File: src/rtl/ild_pkg.sv
`timescale 1ns / 1ps
// ild_pkg: shared types, opcode tables and decode functions for the length decoder
package ild_pkg;

  localparam int unsigned AddrW = 24;
  localparam int unsigned OpndW = 24;
  localparam int unsigned QueueDepth = 2;

  localparam logic [4:0] ModeRel8  = 5'd9;
  localparam logic [4:0] ModeRel16 = 5'd19;

  // accumulator immediates (follow M)
  localparam logic [7:0] OpOraImm = 8'h09;
  localparam logic [7:0] OpAndImm = 8'h29;
  localparam logic [7:0] OpEorImm = 8'h49;
  localparam logic [7:0] OpAdcImm = 8'h69;
  localparam logic [7:0] OpBitImm = 8'h89;
  localparam logic [7:0] OpLdaImm = 8'hA9;
  localparam logic [7:0] OpCmpImm = 8'hC9;
  localparam logic [7:0] OpSbcImm = 8'hE9;
  // index immediates (follow X)
  localparam logic [7:0] OpLdyImm = 8'hA0;
  localparam logic [7:0] OpLdxImm = 8'hA2;
  localparam logic [7:0] OpCpyImm = 8'hC0;
  localparam logic [7:0] OpCpxImm = 8'hE0;
  // indirect jumps with two operand bytes
  localparam logic [7:0] OpJmpInd  = 8'h6C;
  localparam logic [7:0] OpJmlInd  = 8'hDC;

  localparam logic [0:0] CfgAcc8   = 1'b0;
  localparam logic [0:0] CfgIndex8 = 1'b1;

  typedef struct packed {
    logic [AddrW-1:0] addr;
    logic [7:0]       opcode;
    logic [2:0]       len;
    logic [OpndW-1:0] operand;
  } instr_rec_t;

  typedef struct packed {
    logic full;
    logic empty;
  } queue_status_t;

  localparam logic [6:0] MnemTab [256] = '{
    7'd0,7'd1,7'd2,7'd1,7'd3,7'd1,7'd4,7'd1,7'd5,7'd1,7'd4,7'd6,7'd3,7'd1,7'd4,7'd1,
    7'd7,7'd1,7'd1,7'd1,7'd8,7'd1,7'd4,7'd1,7'd9,7'd1,7'd10,7'd11,7'd8,7'd1,7'd4,7'd1,
    7'd12,7'd13,7'd14,7'd13,7'd15,7'd13,7'd16,7'd13,7'd17,7'd13,7'd16,7'd18,7'd15,7'd13,
    7'd16,7'd13,
    7'd19,7'd13,7'd13,7'd13,7'd15,7'd13,7'd16,7'd13,7'd20,7'd13,7'd21,7'd22,7'd15,7'd13,
    7'd16,7'd13,
    7'd23,7'd24,7'd25,7'd24,7'd26,7'd24,7'd27,7'd24,7'd28,7'd24,7'd27,7'd29,7'd30,7'd24,
    7'd27,7'd24,
    7'd31,7'd24,7'd24,7'd24,7'd32,7'd24,7'd27,7'd24,7'd33,7'd24,7'd34,7'd35,7'd30,7'd24,
    7'd27,7'd24,
    7'd36,7'd37,7'd38,7'd37,7'd39,7'd37,7'd40,7'd37,7'd41,7'd37,7'd40,7'd42,7'd30,7'd37,
    7'd40,7'd37,
    7'd43,7'd37,7'd37,7'd37,7'd39,7'd37,7'd40,7'd37,7'd44,7'd37,7'd45,7'd46,7'd30,7'd37,
    7'd40,7'd37,
    7'd47,7'd48,7'd49,7'd48,7'd50,7'd48,7'd51,7'd48,7'd52,7'd15,7'd53,7'd54,7'd50,7'd48,
    7'd51,7'd48,
    7'd55,7'd48,7'd48,7'd48,7'd50,7'd48,7'd51,7'd48,7'd56,7'd48,7'd57,7'd58,7'd39,7'd48,
    7'd39,7'd48,
    7'd59,7'd60,7'd61,7'd60,7'd59,7'd60,7'd61,7'd60,7'd62,7'd60,7'd63,7'd64,7'd59,7'd60,
    7'd61,7'd60,
    7'd65,7'd60,7'd60,7'd60,7'd59,7'd60,7'd61,7'd60,7'd66,7'd60,7'd67,7'd68,7'd59,7'd60,
    7'd61,7'd60,
    7'd69,7'd70,7'd71,7'd70,7'd69,7'd70,7'd21,7'd70,7'd72,7'd70,7'd73,7'd74,7'd69,7'd70,
    7'd21,7'd70,
    7'd75,7'd70,7'd70,7'd70,7'd76,7'd70,7'd21,7'd70,7'd77,7'd70,7'd78,7'd79,7'd30,7'd70,
    7'd21,7'd70,
    7'd80,7'd81,7'd82,7'd81,7'd80,7'd81,7'd10,7'd81,7'd83,7'd81,7'd84,7'd85,7'd80,7'd81,
    7'd10,7'd81,
    7'd86,7'd81,7'd81,7'd81,7'd87,7'd81,7'd10,7'd81,7'd88,7'd81,7'd89,7'd90,7'd12,7'd81,
    7'd10,7'd81
  };

  localparam logic [4:0] ModeTab [256] = '{
    5'd0,5'd1,5'd0,5'd2,5'd3,5'd3,5'd3,5'd4,5'd5,5'd0,5'd6,5'd5,5'd7,5'd7,5'd7,5'd8,
    5'd9,5'd10,5'd11,5'd12,5'd3,5'd13,5'd13,5'd14,5'd5,5'd15,5'd6,5'd5,5'd7,5'd16,5'd16,
    5'd17,
    5'd7,5'd1,5'd8,5'd2,5'd3,5'd3,5'd3,5'd4,5'd5,5'd0,5'd6,5'd5,5'd7,5'd7,5'd7,5'd8,
    5'd9,5'd10,5'd11,5'd12,5'd13,5'd13,5'd13,5'd14,5'd5,5'd15,5'd6,5'd5,5'd16,5'd16,5'd16,
    5'd17,
    5'd5,5'd1,5'd0,5'd2,5'd18,5'd3,5'd3,5'd4,5'd5,5'd0,5'd6,5'd5,5'd7,5'd7,5'd7,5'd8,
    5'd9,5'd10,5'd11,5'd12,5'd18,5'd13,5'd13,5'd14,5'd5,5'd15,5'd5,5'd5,5'd8,5'd16,5'd16,
    5'd17,
    5'd5,5'd1,5'd19,5'd2,5'd3,5'd3,5'd3,5'd4,5'd5,5'd0,5'd6,5'd5,5'd11,5'd7,5'd7,5'd8,
    5'd9,5'd10,5'd11,5'd12,5'd13,5'd13,5'd13,5'd14,5'd5,5'd15,5'd5,5'd5,5'd16,5'd16,5'd16,
    5'd17,
    5'd9,5'd1,5'd19,5'd2,5'd3,5'd3,5'd3,5'd4,5'd5,5'd0,5'd5,5'd5,5'd7,5'd7,5'd7,5'd8,
    5'd9,5'd10,5'd11,5'd12,5'd13,5'd13,5'd20,5'd14,5'd5,5'd15,5'd5,5'd5,5'd7,5'd16,5'd16,
    5'd17,
    5'd21,5'd1,5'd21,5'd2,5'd3,5'd3,5'd3,5'd4,5'd5,5'd0,5'd5,5'd5,5'd7,5'd7,5'd7,5'd8,
    5'd9,5'd10,5'd11,5'd12,5'd13,5'd13,5'd20,5'd14,5'd5,5'd15,5'd5,5'd5,5'd16,5'd16,5'd15,
    5'd17,
    5'd21,5'd1,5'd0,5'd2,5'd3,5'd3,5'd3,5'd4,5'd5,5'd0,5'd5,5'd5,5'd7,5'd7,5'd7,5'd8,
    5'd9,5'd10,5'd11,5'd12,5'd11,5'd13,5'd13,5'd14,5'd5,5'd15,5'd5,5'd5,5'd4,5'd16,5'd16,
    5'd17,
    5'd21,5'd1,5'd0,5'd2,5'd3,5'd3,5'd3,5'd4,5'd5,5'd0,5'd5,5'd5,5'd7,5'd7,5'd7,5'd8,
    5'd9,5'd10,5'd11,5'd12,5'd7,5'd13,5'd13,5'd14,5'd5,5'd15,5'd5,5'd5,5'd16,5'd16,5'd16,
    5'd17
  };

  // base length per addressing mode
  function automatic logic [2:0] mode_len(input logic [4:0] mode);
    logic [2:0] len;
    case (mode)
      5'd5, 5'd6:                                  len = 3'd1;
      5'd7, 5'd15, 5'd16, 5'd18, 5'd19:            len = 3'd3;
      5'd8, 5'd17:                                 len = 3'd4;
      default:                                     len = 3'd2;
    endcase
    return len;
  endfunction

  // bit n set: n operand bytes suit the mode
  function automatic logic [3:0] mode_fit(input logic [4:0] mode);
    logic [3:0] fit;
    case (mode)
      5'd0, 5'd11, 5'd21:               fit = 4'd6;
      5'd5, 5'd6:                       fit = 4'd15;
      5'd7, 5'd15, 5'd16, 5'd18, 5'd19: fit = 4'd4;
      5'd8, 5'd17:                      fit = 4'd8;
      default:                          fit = 4'd2;
    endcase
    return fit;
  endfunction

  function automatic logic [2:0] instr_len(input logic [7:0] op, input logic acc8,
                                           input logic idx8);
    logic [2:0] len;
    unique case (op) inside
      OpOraImm, OpAndImm, OpEorImm, OpAdcImm,
      OpBitImm, OpLdaImm, OpCmpImm, OpSbcImm: len = acc8 ? 3'd2 : 3'd3;
      OpLdyImm, OpLdxImm, OpCpyImm, OpCpxImm: len = idx8 ? 3'd2 : 3'd3;
      OpJmpInd, OpJmlInd:                     len = 3'd3;
      default:                                len = mode_len(ModeTab[op]);
    endcase
    return len;
  endfunction

endpackage

File: src/rtl/instruction_length_decoder_top.sv
`timescale 1ns / 1ps
// instruction_length_decoder_top: 65816 instruction splitter, top level
// Takes one code byte per cycle while in_stall_o is low, with its 24-bit address,
// and cuts the stream into 65816 instructions; one result item comes out on the
// last byte of each instruction. Any byte may follow in the next cycle. The
// splitter writes the two-entry queue when the last byte is accepted, and the
// registered result stage takes the record from the queue when its output is
// not held by out_stall_i. The length of
// an instruction is fixed when its opcode arrives, so
// writes to the M/X flags (index 0 acc_8bit, index 1 index_8bit) only touch
// later opcodes. Input stall rises only when the queue is full, i.e. when the
// output side has been stalled long enough to back up.
module instruction_length_decoder_top (
  input  logic        clk_i,
  input  logic        rst_ni,
  // configuration write
  input  logic        cfg_valid_i,
  output logic        cfg_ready_o,
  input  logic [0:0]  cfg_index_i,
  input  logic        cfg_data_i,
  // byte input
  input  logic        in_valid_i,
  output logic        in_stall_o,
  input  logic [7:0]  code_byte_i,
  input  logic [23:0] byte_address_i,
  // result output
  output logic        out_valid_o,
  input  logic        out_stall_i,
  output logic [23:0] instr_address_o,
  output logic [7:0]  opcode_value_o,
  output logic [6:0]  mnemonic_index_o,
  output logic [4:0]  mode_code_o,
  output logic [2:0]  instr_length_o,
  output logic [23:0] operand_value_o,
  output logic [15:0] branch_target_o,
  output logic        target_valid_o,
  output logic        format_ok_o
);

  logic                   accept;
  logic                   push, pop;
  ild_pkg::instr_rec_t    push_rec, pop_rec;
  ild_pkg::queue_status_t q_status;

  // flags are plain registers, always writable
  assign cfg_ready_o = 1'b1;
  assign in_stall_o  = q_status.full;
  assign accept      = in_valid_i && !in_stall_o;

  ild_front u_front (
    .clk_i          (clk_i),
    .rst_ni         (rst_ni),
    .cfg_valid_i    (cfg_valid_i && cfg_ready_o),
    .cfg_index_i    (cfg_index_i),
    .cfg_data_i     (cfg_data_i),
    .accept_i       (accept),
    .code_byte_i    (code_byte_i),
    .byte_address_i (byte_address_i),
    .push_o         (push),
    .rec_o          (push_rec)
  );

  ild_queue u_queue (
    .clk_i      (clk_i),
    .rst_ni     (rst_ni),
    .push_i     (push),
    .push_rec_i (push_rec),
    .pop_i      (pop),
    .pop_rec_o  (pop_rec),
    .status_o   (q_status)
  );

  ild_back u_back (
    .clk_i            (clk_i),
    .rst_ni           (rst_ni),
    .rec_valid_i      (!q_status.empty),
    .rec_i            (pop_rec),
    .pop_o            (pop),
    .out_valid_o      (out_valid_o),
    .out_stall_i      (out_stall_i),
    .instr_address_o  (instr_address_o),
    .opcode_value_o   (opcode_value_o),
    .mnemonic_index_o (mnemonic_index_o),
    .mode_code_o      (mode_code_o),
    .instr_length_o   (instr_length_o),
    .operand_value_o  (operand_value_o),
    .branch_target_o  (branch_target_o),
    .target_valid_o   (target_valid_o),
    .format_ok_o      (format_ok_o)
  );

endmodule

File: src/rtl/ild_front.sv
`timescale 1ns / 1ps
// ild_front: byte splitter, gathers opcode and operand bytes into instruction records
module ild_front (
  input  logic                         clk_i,
  input  logic                         rst_ni,
  input  logic                         cfg_valid_i,
  input  logic [0:0]                   cfg_index_i,
  input  logic                         cfg_data_i,
  input  logic                         accept_i,
  input  logic [7:0]                   code_byte_i,
  input  logic [ild_pkg::AddrW-1:0]    byte_address_i,
  output logic                         push_o,
  output ild_pkg::instr_rec_t          rec_o
);

  logic                      acc8_q, idx8_q;
  logic [1:0]                pos_q, pos_d;
  logic [2:0]                len_q, len_d;
  logic [7:0]                op_q, op_d;
  logic [ild_pkg::AddrW-1:0] addr_q, addr_d;
  logic [ild_pkg::OpndW-1:0] opnd_q, opnd_d;
  logic [ild_pkg::OpndW-1:0] opnd_new;
  logic [1:0]                pos_inc;
  logic [2:0]                op_len;

  always_ff @(posedge clk_i or negedge rst_ni) begin
    if (!rst_ni) begin
      acc8_q <= 1'b1;
      idx8_q <= 1'b1;
    end else if (cfg_valid_i) begin
      case (cfg_index_i)
        ild_pkg::CfgAcc8:   acc8_q <= cfg_data_i;
        ild_pkg::CfgIndex8: idx8_q <= cfg_data_i;
        default: ;
      endcase
    end
  end

  assign op_len  = ild_pkg::instr_len(code_byte_i, acc8_q, idx8_q);
  assign pos_inc = pos_q + 2'd1;

  always_comb begin
    case (pos_q)
      2'd1:    opnd_new = opnd_q | {16'd0, code_byte_i};
      2'd2:    opnd_new = opnd_q | {8'd0, code_byte_i, 8'd0};
      default: opnd_new = opnd_q | {code_byte_i, 16'd0};
    endcase
  end

  always_comb begin
    pos_d  = pos_q;
    len_d  = len_q;
    op_d   = op_q;
    addr_d = addr_q;
    opnd_d = opnd_q;
    push_o = 1'b0;
    rec_o  = '{addr: addr_q, opcode: op_q, len: len_q, operand: opnd_new};
    if (accept_i) begin
      if (pos_q == 2'd0) begin
        op_d   = code_byte_i;
        addr_d = byte_address_i;
        opnd_d = '0;
        len_d  = op_len;
        if (op_len <= 3'd1) begin
          push_o = 1'b1;
          rec_o  = '{addr: byte_address_i, opcode: code_byte_i, len: op_len, operand: '0};
        end else begin
          pos_d = 2'd1;
        end
      end else begin
        opnd_d = opnd_new;
        if (pos_inc == 2'd0 || {1'b0, pos_inc} >= len_q) begin
          push_o = 1'b1;
          pos_d  = 2'd0;
        end else begin
          pos_d = pos_inc;
        end
      end
    end
  end

  always_ff @(posedge clk_i or negedge rst_ni) begin
    if (!rst_ni) begin
      pos_q  <= 2'd0;
      len_q  <= 3'd0;
      op_q   <= 8'd0;
      addr_q <= '0;
      opnd_q <= '0;
    end else begin
      pos_q  <= pos_d;
      len_q  <= len_d;
      op_q   <= op_d;
      addr_q <= addr_d;
      opnd_q <= opnd_d;
    end
  end

  a_mid_needs_len: assert property (@(posedge clk_i) disable iff (!rst_ni)
    pos_q != 2'd0 |-> len_q >= 3'd2) else $error("operand phase with short length");
  a_pos_bounded: assert property (@(posedge clk_i) disable iff (!rst_ni)
    pos_q != 2'd0 |-> {1'b0, pos_q} < len_q) else $error("byte position past length");
  a_push_clears: assert property (@(posedge clk_i) disable iff (!rst_ni)
    push_o |=> pos_q == 2'd0) else $error("position not cleared after item");

endmodule

File: src/rtl/ild_queue.sv
`timescale 1ns / 1ps
// ild_queue: two-entry record queue between the splitter and the result stage
module ild_queue (
  input  logic                  clk_i,
  input  logic                  rst_ni,
  input  logic                  push_i,
  input  ild_pkg::instr_rec_t   push_rec_i,
  input  logic                  pop_i,
  output ild_pkg::instr_rec_t   pop_rec_o,
  output ild_pkg::queue_status_t status_o
);

  ild_pkg::instr_rec_t mem_q [ild_pkg::QueueDepth];
  logic       wr_ptr_q, rd_ptr_q;
  logic [1:0] count_q;

  assign status_o.full  = (count_q == 2'(ild_pkg::QueueDepth));
  assign status_o.empty = (count_q == 2'd0);
  assign pop_rec_o      = mem_q[rd_ptr_q];

  always_ff @(posedge clk_i) begin
    if (push_i) begin
      mem_q[wr_ptr_q] <= push_rec_i;
    end
  end

  always_ff @(posedge clk_i or negedge rst_ni) begin
    if (!rst_ni) begin
      wr_ptr_q <= 1'b0;
      rd_ptr_q <= 1'b0;
      count_q  <= 2'd0;
    end else begin
      if (push_i) wr_ptr_q <= ~wr_ptr_q;
      if (pop_i)  rd_ptr_q <= ~rd_ptr_q;
      count_q <= count_q + {1'b0, push_i} - {1'b0, pop_i};
    end
  end

  a_no_overflow: assert property (@(posedge clk_i) disable iff (!rst_ni)
    !(push_i && status_o.full)) else $error("push into full queue");
  a_no_underflow: assert property (@(posedge clk_i) disable iff (!rst_ni)
    !(pop_i && status_o.empty)) else $error("pop from empty queue");
  a_count_range: assert property (@(posedge clk_i) disable iff (!rst_ni)
    count_q <= 2'(ild_pkg::QueueDepth)) else $error("queue count out of range");

endmodule

File: src/rtl/ild_back.sv
`timescale 1ns / 1ps
// ild_back: table lookup, branch target and format check into the output register
module ild_back (
  input  logic                      clk_i,
  input  logic                      rst_ni,
  input  logic                      rec_valid_i,
  input  ild_pkg::instr_rec_t       rec_i,
  output logic                      pop_o,
  output logic                      out_valid_o,
  input  logic                      out_stall_i,
  output logic [ild_pkg::AddrW-1:0] instr_address_o,
  output logic [7:0]                opcode_value_o,
  output logic [6:0]                mnemonic_index_o,
  output logic [4:0]                mode_code_o,
  output logic [2:0]                instr_length_o,
  output logic [ild_pkg::OpndW-1:0] operand_value_o,
  output logic [15:0]               branch_target_o,
  output logic                      target_valid_o,
  output logic                      format_ok_o
);

  logic        valid_q;
  logic [4:0]  mode;
  logic [15:0] offset;
  logic        is_rel;
  logic [1:0]  count;
  logic [3:0]  fit;

  assign pop_o = rec_valid_i && (!valid_q || !out_stall_i);
  assign mode  = ild_pkg::ModeTab[rec_i.opcode];
  assign count = 2'(rec_i.len - 3'd1);
  assign fit   = ild_pkg::mode_fit(mode);

  always_comb begin
    is_rel = 1'b1;
    if (mode == ild_pkg::ModeRel8) begin
      offset = {{8{rec_i.operand[7]}}, rec_i.operand[7:0]};
    end else if (mode == ild_pkg::ModeRel16) begin
      offset = rec_i.operand[15:0];
    end else begin
      offset = 16'd0;
      is_rel = 1'b0;
    end
  end

  always_ff @(posedge clk_i or negedge rst_ni) begin
    if (!rst_ni) begin
      valid_q <= 1'b0;
    end else if (!valid_q || !out_stall_i) begin
      valid_q <= rec_valid_i;
    end
  end

  always_ff @(posedge clk_i) begin
    if (pop_o) begin
      instr_address_o  <= rec_i.addr;
      opcode_value_o   <= rec_i.opcode;
      mnemonic_index_o <= ild_pkg::MnemTab[rec_i.opcode];
      mode_code_o      <= mode;
      instr_length_o   <= rec_i.len;
      operand_value_o  <= rec_i.operand;
      branch_target_o  <= is_rel ? rec_i.addr[15:0] + {13'd0, rec_i.len} + offset : 16'd0;
      target_valid_o   <= is_rel;
      format_ok_o      <= fit[count];
    end
  end

  assign out_valid_o = valid_q;

  a_stall_holds: assert property (@(posedge clk_i) disable iff (!rst_ni)
    valid_q && out_stall_i |-> !pop_o) else $error("pop while output held");
  a_target_rel: assert property (@(posedge clk_i) disable iff (!rst_ni)
    valid_q |-> target_valid_o == (mode_code_o == ild_pkg::ModeRel8 ||
                                   mode_code_o == ild_pkg::ModeRel16))
    else $error("target flag does not match mode");
  a_len_range: assert property (@(posedge clk_i) disable iff (!rst_ni)
    valid_q |-> instr_length_o >= 3'd1 && instr_length_o <= 3'd4)
    else $error("length out of range");

endmodule

File: config.mk
export PLATFORM = sky130hd
export DESIGN_NAME = instruction_length_decoder_top
export DESIGN_NICKNAME = d
export VERILOG_FILES = /design/src/rtl/ild_pkg.sv /design/src/rtl/instruction_length_decoder_top.sv /design/src/rtl/ild_front.sv /design/src/rtl/ild_queue.sv /design/src/rtl/ild_back.sv
export SDC_FILE = /design/constraint.sdc
export NUM_CORES = 1
export LEC_CHECK = 0
export BUFFER_PORTS_ARGS = -buffer_cell sky130_fd_sc_hd__buf_2
export CAP_MARGIN = 5
export CORE_ASPECT_RATIO = 1.25
export CORE_MARGIN = 5
export CORE_UTILIZATION = 45
export DETAILED_ROUTE_END_ITERATION = 8
export PLACE_DENSITY = 0.65
export SYNTH_ARGS = -nofsm -noshare
export SYNTH_HDL_FRONTEND = slang
export SYNTH_SLANG_ARGS = --single-unit
File: constraint.sdc
create_clock -name clk_i -period 10.4 [get_ports clk_i]
set_input_delay 2.08 -clock clk_i [delete_from_list [all_inputs] [get_ports clk_i]]
set_output_delay 2.08 -clock clk_i [all_outputs]
set_load 0.01 [all_outputs]
==> flow_summary.toml, run 1 <==
[routing]
drt_wl_total_um = 40600
first_pass_iters = 6
via_per_inst = 5.89
wire_per_inst_um = 20.2
first_iter_violations = 1149
dr_total_vias = 11808
final_antenna_net_count = 0
drcViolationCount = 0

[pwr]
ir_drop_mv = 0.193
power.leakage_nw = 6.80
cellPowerDensity_nw_per_um2 = 334
power.total_mw = 5.85

[worst_setup_path]
critPathKind = "flip-flop to flip-flop"
crit_top_cell = "a21o_1"
end_kind = "flip-flop"
crit_chain = "buf_4 -> mux2i_2 -> inv_1 -> o41ai_1 -> ha_1 -> inv_1 -> or3b_2 -> a21o_1 -> nor2b_1 -> fa_1 -> ha_1 -> a21o_1 -> a21o_1 -> a21oi_1 -> o21ai_0 -> a211oi_1 -> a211oi_1 -> o21a_1 -> o311a_1"
crit_arrival_ps = 8040
max_stage_delay_ps = 880
start_kind = "flip-flop"
ff2ff_setup_slack_ps = 2670
cp.required_ps = 10710
cp_slowest_cell = "o41ai_1"
crit_fanout = 63

[synthesis]
yosys-top-cells-count = "edfxtp_1, nor2_1, a21oi_1, mux2_2, nand2_1"
synth_area_leaders = "edfxtp_1, dfrtp_1, mux2_2"
synth_ff_type = "edfxtp_1"
synth-edff-count = 207
yosysUniqueCellTypes = 85
synth.most_common_cell = "edfxtp_1"
synth.top_cell.area_share = 0.400
syn_area_um2 = 15500
ys_seq_area_frac = 0.510
syn_nets = 1537
synthCells = 1433
yosysWarnings = 0
async_flop_share = 0.247
avgSynthCellArea_um2 = 10.8
yosysTopAreaCell = "edfxtp_1"
ys_seq_elements = 275

[clocking]
cts_buffers = 28
cts_tree = "done"
clk_pin_slew_ps = 60
htreeDepth = 1
clockBufferDepth = 3
cts_hold_buf = 0
clkSinkCount = 275
root_buffer = "clkbuf_16"
clk_latency_ps = 560
cts_resized = 0
postCtsSetupBuffers = 0

[timing]
fmax_mhz = 129
tns_ps = 0
hold_violations = 0
relSlewSlack = 0.172
rsz0062_at_grt = "no"
fin_crit_ps = 7730
fin_crit_sh = 0.743
maxSlewViolCount = 0
finClkSkew_ps = 15.8
setup_viol_count_final = 0
worst_pin_slew_ps = 1240
worst_hold_slack_ps = 476

[finish]
area_growth_pct = 12.8
fin_util = 0.510
layout-drive-gt1-share = 0.218
instances_no_fill = 2006
diodes = 0
fillers = 3083
finalNetCount = 1620

[placed_design]
place_hpwl_um = 26900
port_buffers = 129
routabilityCongestion = 0.945
dpl.cell_count = 1954

[floorplan]
num_rows = 76
die_x_um = 176
initial_utilization = 0.452
ios = 131
coreArea_um2 = 34300
dieArea_um2 = 38300
die_y_um = 218

[global_routing]
antenna_found_initial = 0
overflow = 0
grt_max_degree = 69
grt_pass1_vias = 11727
grt_pass1_wl_um = 64900
grt_usage = 0.209

[run_status]
status = "completed"

[min_path]
hold_class = "flip-flop to flip-flop"

[run]
drv_cap = 0
==> report_power, final <==
group          internal, mW  leakage [nW]  switching (mW)
logic                  1.06          3.53            1.82
clock network         0.612         0.468           0.420
registers              1.79          2.80           0.158
==> stage by stage <==
stage	setup slack [ps]	cell area (um2)
final	2670	17500
after detailed placement	2730	16600
after floorplan	2320	15500
after global placement	2800	16600
after global routing	2320	17500
after CTS	2700	17500
==> path summary, 6_finish.rpt <==
kind                                                   start                                  endpoint  depth (start not counted)
worst max-delay path            u_queue.rd_ptr_q$_DFFE_PN0P_  u_back.branch_target_o[14]$_SDFFCE_PN0P_                         19
worst min-delay path             u_front.op_q[2]$_DFFE_PN0P_               u_front.op_q[2]$_DFFE_PN0P_                          2
worst max register to register  u_queue.rd_ptr_q$_DFFE_PN0P_  u_back.branch_target_o[14]$_SDFFCE_PN0P_                         19
worst min register to register   u_front.op_q[2]$_DFFE_PN0P_               u_front.op_q[2]$_DFFE_PN0P_                          2
max in group asynchronous                             rst_ni              u_queue.rd_ptr_q$_DFFE_PN0P_                          1
min in group asynchronous                             rst_ni             u_front.addr_q[6]$_DFFE_PN0P_                          1
==> per-layer routing <==
metal | GRT usage | up-vias | wire length [um]
met3 | 0.0267 | 98 | 2410
met1 | 0.283 | 5721 | 17200
met5 | 0 | - | 0
met2 | 0.349 | 451 | 19600
li1 | - | 5538 | -
met4 | 0.0712 | 0 | 1300
==> cell families after synthesis <==
logic type	after synthesis	synth area share
AO/OA/AOI/OAI	413	0.174
AND/OR/NAND/NOR	385	0.117
flip-flops	275	0.510
buffers and inverters	145	0.0392
multiplexers	132	0.0957
adder cells (fa/ha/maj)	66	0.0550
XOR/XNOR	16	0.00903
other	1	0.000242
==> critical path: cells and delay by family (launching register included) <==
family / cells / cell delay [ps]
AOI/OAI and AO/OA: 10 / 3060
buffers and inverters: 3 / 1320
adders and majority gates: 3 / 1090
muxes: 1 / 720
and+or+nand+nor: 2 / 720
DFF: 1 / 560
==> cell usage in the layout, fill, tap and decap left out, types with 28 or more instances in the layout <==
| cell type | netlist | routed |
|---|---|---|
| ha_1 | 61 | 61 |
| inv_1 | 41 | 41 |
| a22oi_1 | 29 | 29 |
| dfrtp_1 | 66 | 65 |
| nor2_1 | 130 | 128 |
| nor3_1 | 28 | 28 |
| edfxtp_1 | 207 | 207 |
| mux2_2 | 107 | 107 |
| clkbuf_16 | 0 | 28 |
| o21ai_0 | 93 | 93 |
| nand2_1 | 101 | 100 |
| a21oi_1 | 110 | 109 |
| buf_2 | 18 | 128 |
==> state kept, by name, indices dropped and copies added (netlist names), 2 cells and up <==
register                 cells
u_back.mnemonic_index_o      7
u_front.pos_q                2
u_front.addr_q              24
u_front.op_q                 8
u_back.opcode_value_o        8
u_front.len_q                3
u_queue.mem_q              118
u_queue.count_q              2
u_back.instr_address_o      24
u_back.mode_code_o           5
u_front.opnd_q              24
u_back.branch_target_o      16
u_back.instr_length_o        3
u_back.operand_value_o      24
==> area by class of cell <==
type                    count  area [um2]  share of cell area
multi-input cells        1013        7040               0.402
flip-flops and latches    275        7920               0.452
well taps                 468         586              0.0334
inverters                  44         165             0.00943
repair buffers            154         836              0.0477
clock buffers              34         743              0.0424
clock inverters            18         223              0.0127
(Power assumes the default switching activity.)
==> inputs of run 2 (changes only) <==
- PLACE_DENSITY: 0.65 -> 0.67
- clock period: 10.4 -> 6.3 ns (I/O delays scaled with it)
==> flow_summary.toml, run 2 (same netlist as run 1, synthesis figures left out) <==
[run_status]
status = "completed"

[timing]
hold_violations = 0
worst_pin_slew_ps = 1190
rsz0062_at_grt = "yes"
setup_viol_count_final = 0
fin_crit_ps = 6070
tns_ps = 0
finClkSkew_ps = 9.11
maxSlewViolCount = 0
fin_crit_sh = 0.963
fmax_mhz = 165
relSlewSlack = 0.203

[finish]
final_common_cell = "edfxtp_1"
finalNetCount = 1698
layout_common_cells = "edfxtp_1, buf_2, nor2_1, a21oi_1, mux2_2"
fillers = 3048
area_growth_pct = 17.9
layout-drive-gt1-share = 0.269
regMostFlops = "u_queue.mem_q"
fin_area_um2 = 18300
fin_util = 0.533
instances_no_fill = 2084
diodes = 0
largest_reg_flops = 118

[global_routing]
antenna_found_initial = 0
grt_usage = 0.218
grtUsageMet2 = 0.360
grt_max_degree = 60
grt_use_met1 = 0.297
grt_busiest_layer = "met2"
grt_pass1_wl_um = 67200
grt_pass1_vias = 12013
overflow = 0
gr-usage-met3 = 0.0300

[worst_setup_path]
critPathKind = "flip-flop to flip-flop"
crit_arrival_ps = 6390
start_kind = "flip-flop"
ff2ff_setup_slack_ps = 230
end_kind = "flip-flop"
cp.required_ps = 6620
crit_fanout = 8

[min_path]
hold_class = "flip-flop to flip-flop"

[pwr]
ir_drop_mv = 0.284
power.leakage_nw = 7.21
p_sw_mw = 4.18
combPwrFrac = 0.517
intPower_mw = 6.10
p_seq_frac = 0.311
power.share.clock = 0.171
p_sw_frac = 0.407
cellPowerDensity_nw_per_um2 = 562

[placed_design]
dpl.cell_count = 2021
routabilityCongestion = 0.989
place_area_um2 = 17200
place_hpwl_um = 29700
port_buffers = 129

[floorplan]
die_x_um = 176
dieArea_um2 = 38300
ios = 131
die_y_um = 218
initial_utilization = 0.452
coreArea_um2 = 34300
num_rows = 76

[routing]
drcViolationCount = 0
first_pass_iters = 8
drt_wl_total_um = 42800
final_antenna_net_count = 0
dr_total_vias = 12178
wire_per_inst_um = 20.5
first_iter_violations = 1146
via_per_inst = 5.84

[clocking]
clkSinkCount = 275
clockBufferDepth = 3
clk_pin_slew_ps = 60
clk_latency_ps = 570
cts_buffers = 28
cts_tree = "done"
root_buffer = "clkbuf_16"
htreeDepth = 1

[run]
drv_cap = 0
[run 2: area by class of cell]
cell class                      count  area, um2  share of cell area
Clock inverter                     16        245              0.0134
Multi-Input combinational cell   1013       7160               0.391
Sequential cell                   275       7920               0.433
Inverter                           44        170             0.00930
Tap cell                          468        586              0.0320
Timing Repair Buffer              232       1470              0.0804
Clock buffer                       36        741              0.0405
[run 2: worst paths after layout]
path / startpoint / end / cells after the start
max: u_queue.rd_ptr_q$_DFFE_PN0P_ / u_back.branch_target_o[14]$_SDFFCE_PN0P_ / 26
min: u_front.op_q[3]$_DFFE_PN0P_ / u_front.op_q[3]$_DFFE_PN0P_ / 2
max reg2reg: u_queue.rd_ptr_q$_DFFE_PN0P_ / u_back.branch_target_o[14]$_SDFFCE_PN0P_ / 26
min reg2reg: u_front.op_q[3]$_DFFE_PN0P_ / u_front.op_q[3]$_DFFE_PN0P_ / 2
max in group asynchronous: rst_ni / u_queue.rd_ptr_q$_DFFE_PN0P_ / 2
min in group asynchronous: rst_ni / u_front.addr_q[8]$_DFFE_PN0P_ / 1
[run 2: repair_timing]
action / 4_1_cts / 5_1_grt
buffers inserted: 0 / 11
setup endpoints to repair: 0 / 6
hold buffers: 0 / 0
gates resized for setup: 0 / 21
[run 2: layer usage]
layer	wire length, um	vias to the layer above
met5	0	-
met4	1550	0
met3	2710	108
met2	20400	533
met1	18100	5845
li1	-	5692
[run 2: metrics by stage]
step                total power, mW  hold slack [ps]  worst slack (ps)
CTS                            10.2              479              50.0
global placement               8.30              456               162
global route                   10.9              502             -46.9
finish                         10.3              478               234
floorplan                      6.58              443              -963
detailed placement             8.35              465              84.8
[run 2: worst max-delay path, stage by stage (launching register included)]
cell      delay [ps]
dfrtp_4          490
mux2i_4          370
clkinv_4         140
ha_4             210
nand2b_1         160
a21oi_1          140
a31oi_1           80
o21ai_1          110
o21ai_1           70
a21oi_1          180
nor2_2            90
o41ai_4          390
ha_2             260
inv_1             40
or3b_2           470
a21o_1           240
nor2b_2          140
fa_1             440
ha_1             290
a21o_1           180
a21o_1           200
a21oi_2          170
o21ai_2          100
a211oi_2         250
a211oi_2         130
o21a_1           210
o311a_1          280
[run 2: power by group through the flow]
stage / Sequential [mW] / Clock, mW / Combinational [mW]
2_1_floorplan: 3.35 / 0 / 3.22
3_3_place_gp: 3.21 / 0 / 5.09
3_5_place_dp: 3.24 / 0 / 5.11
4_1_cts: 3.21 / 1.80 / 5.15
5_1_grt: 3.28 / 1.87 / 5.79
6_report: 3.20 / 1.76 / 5.32
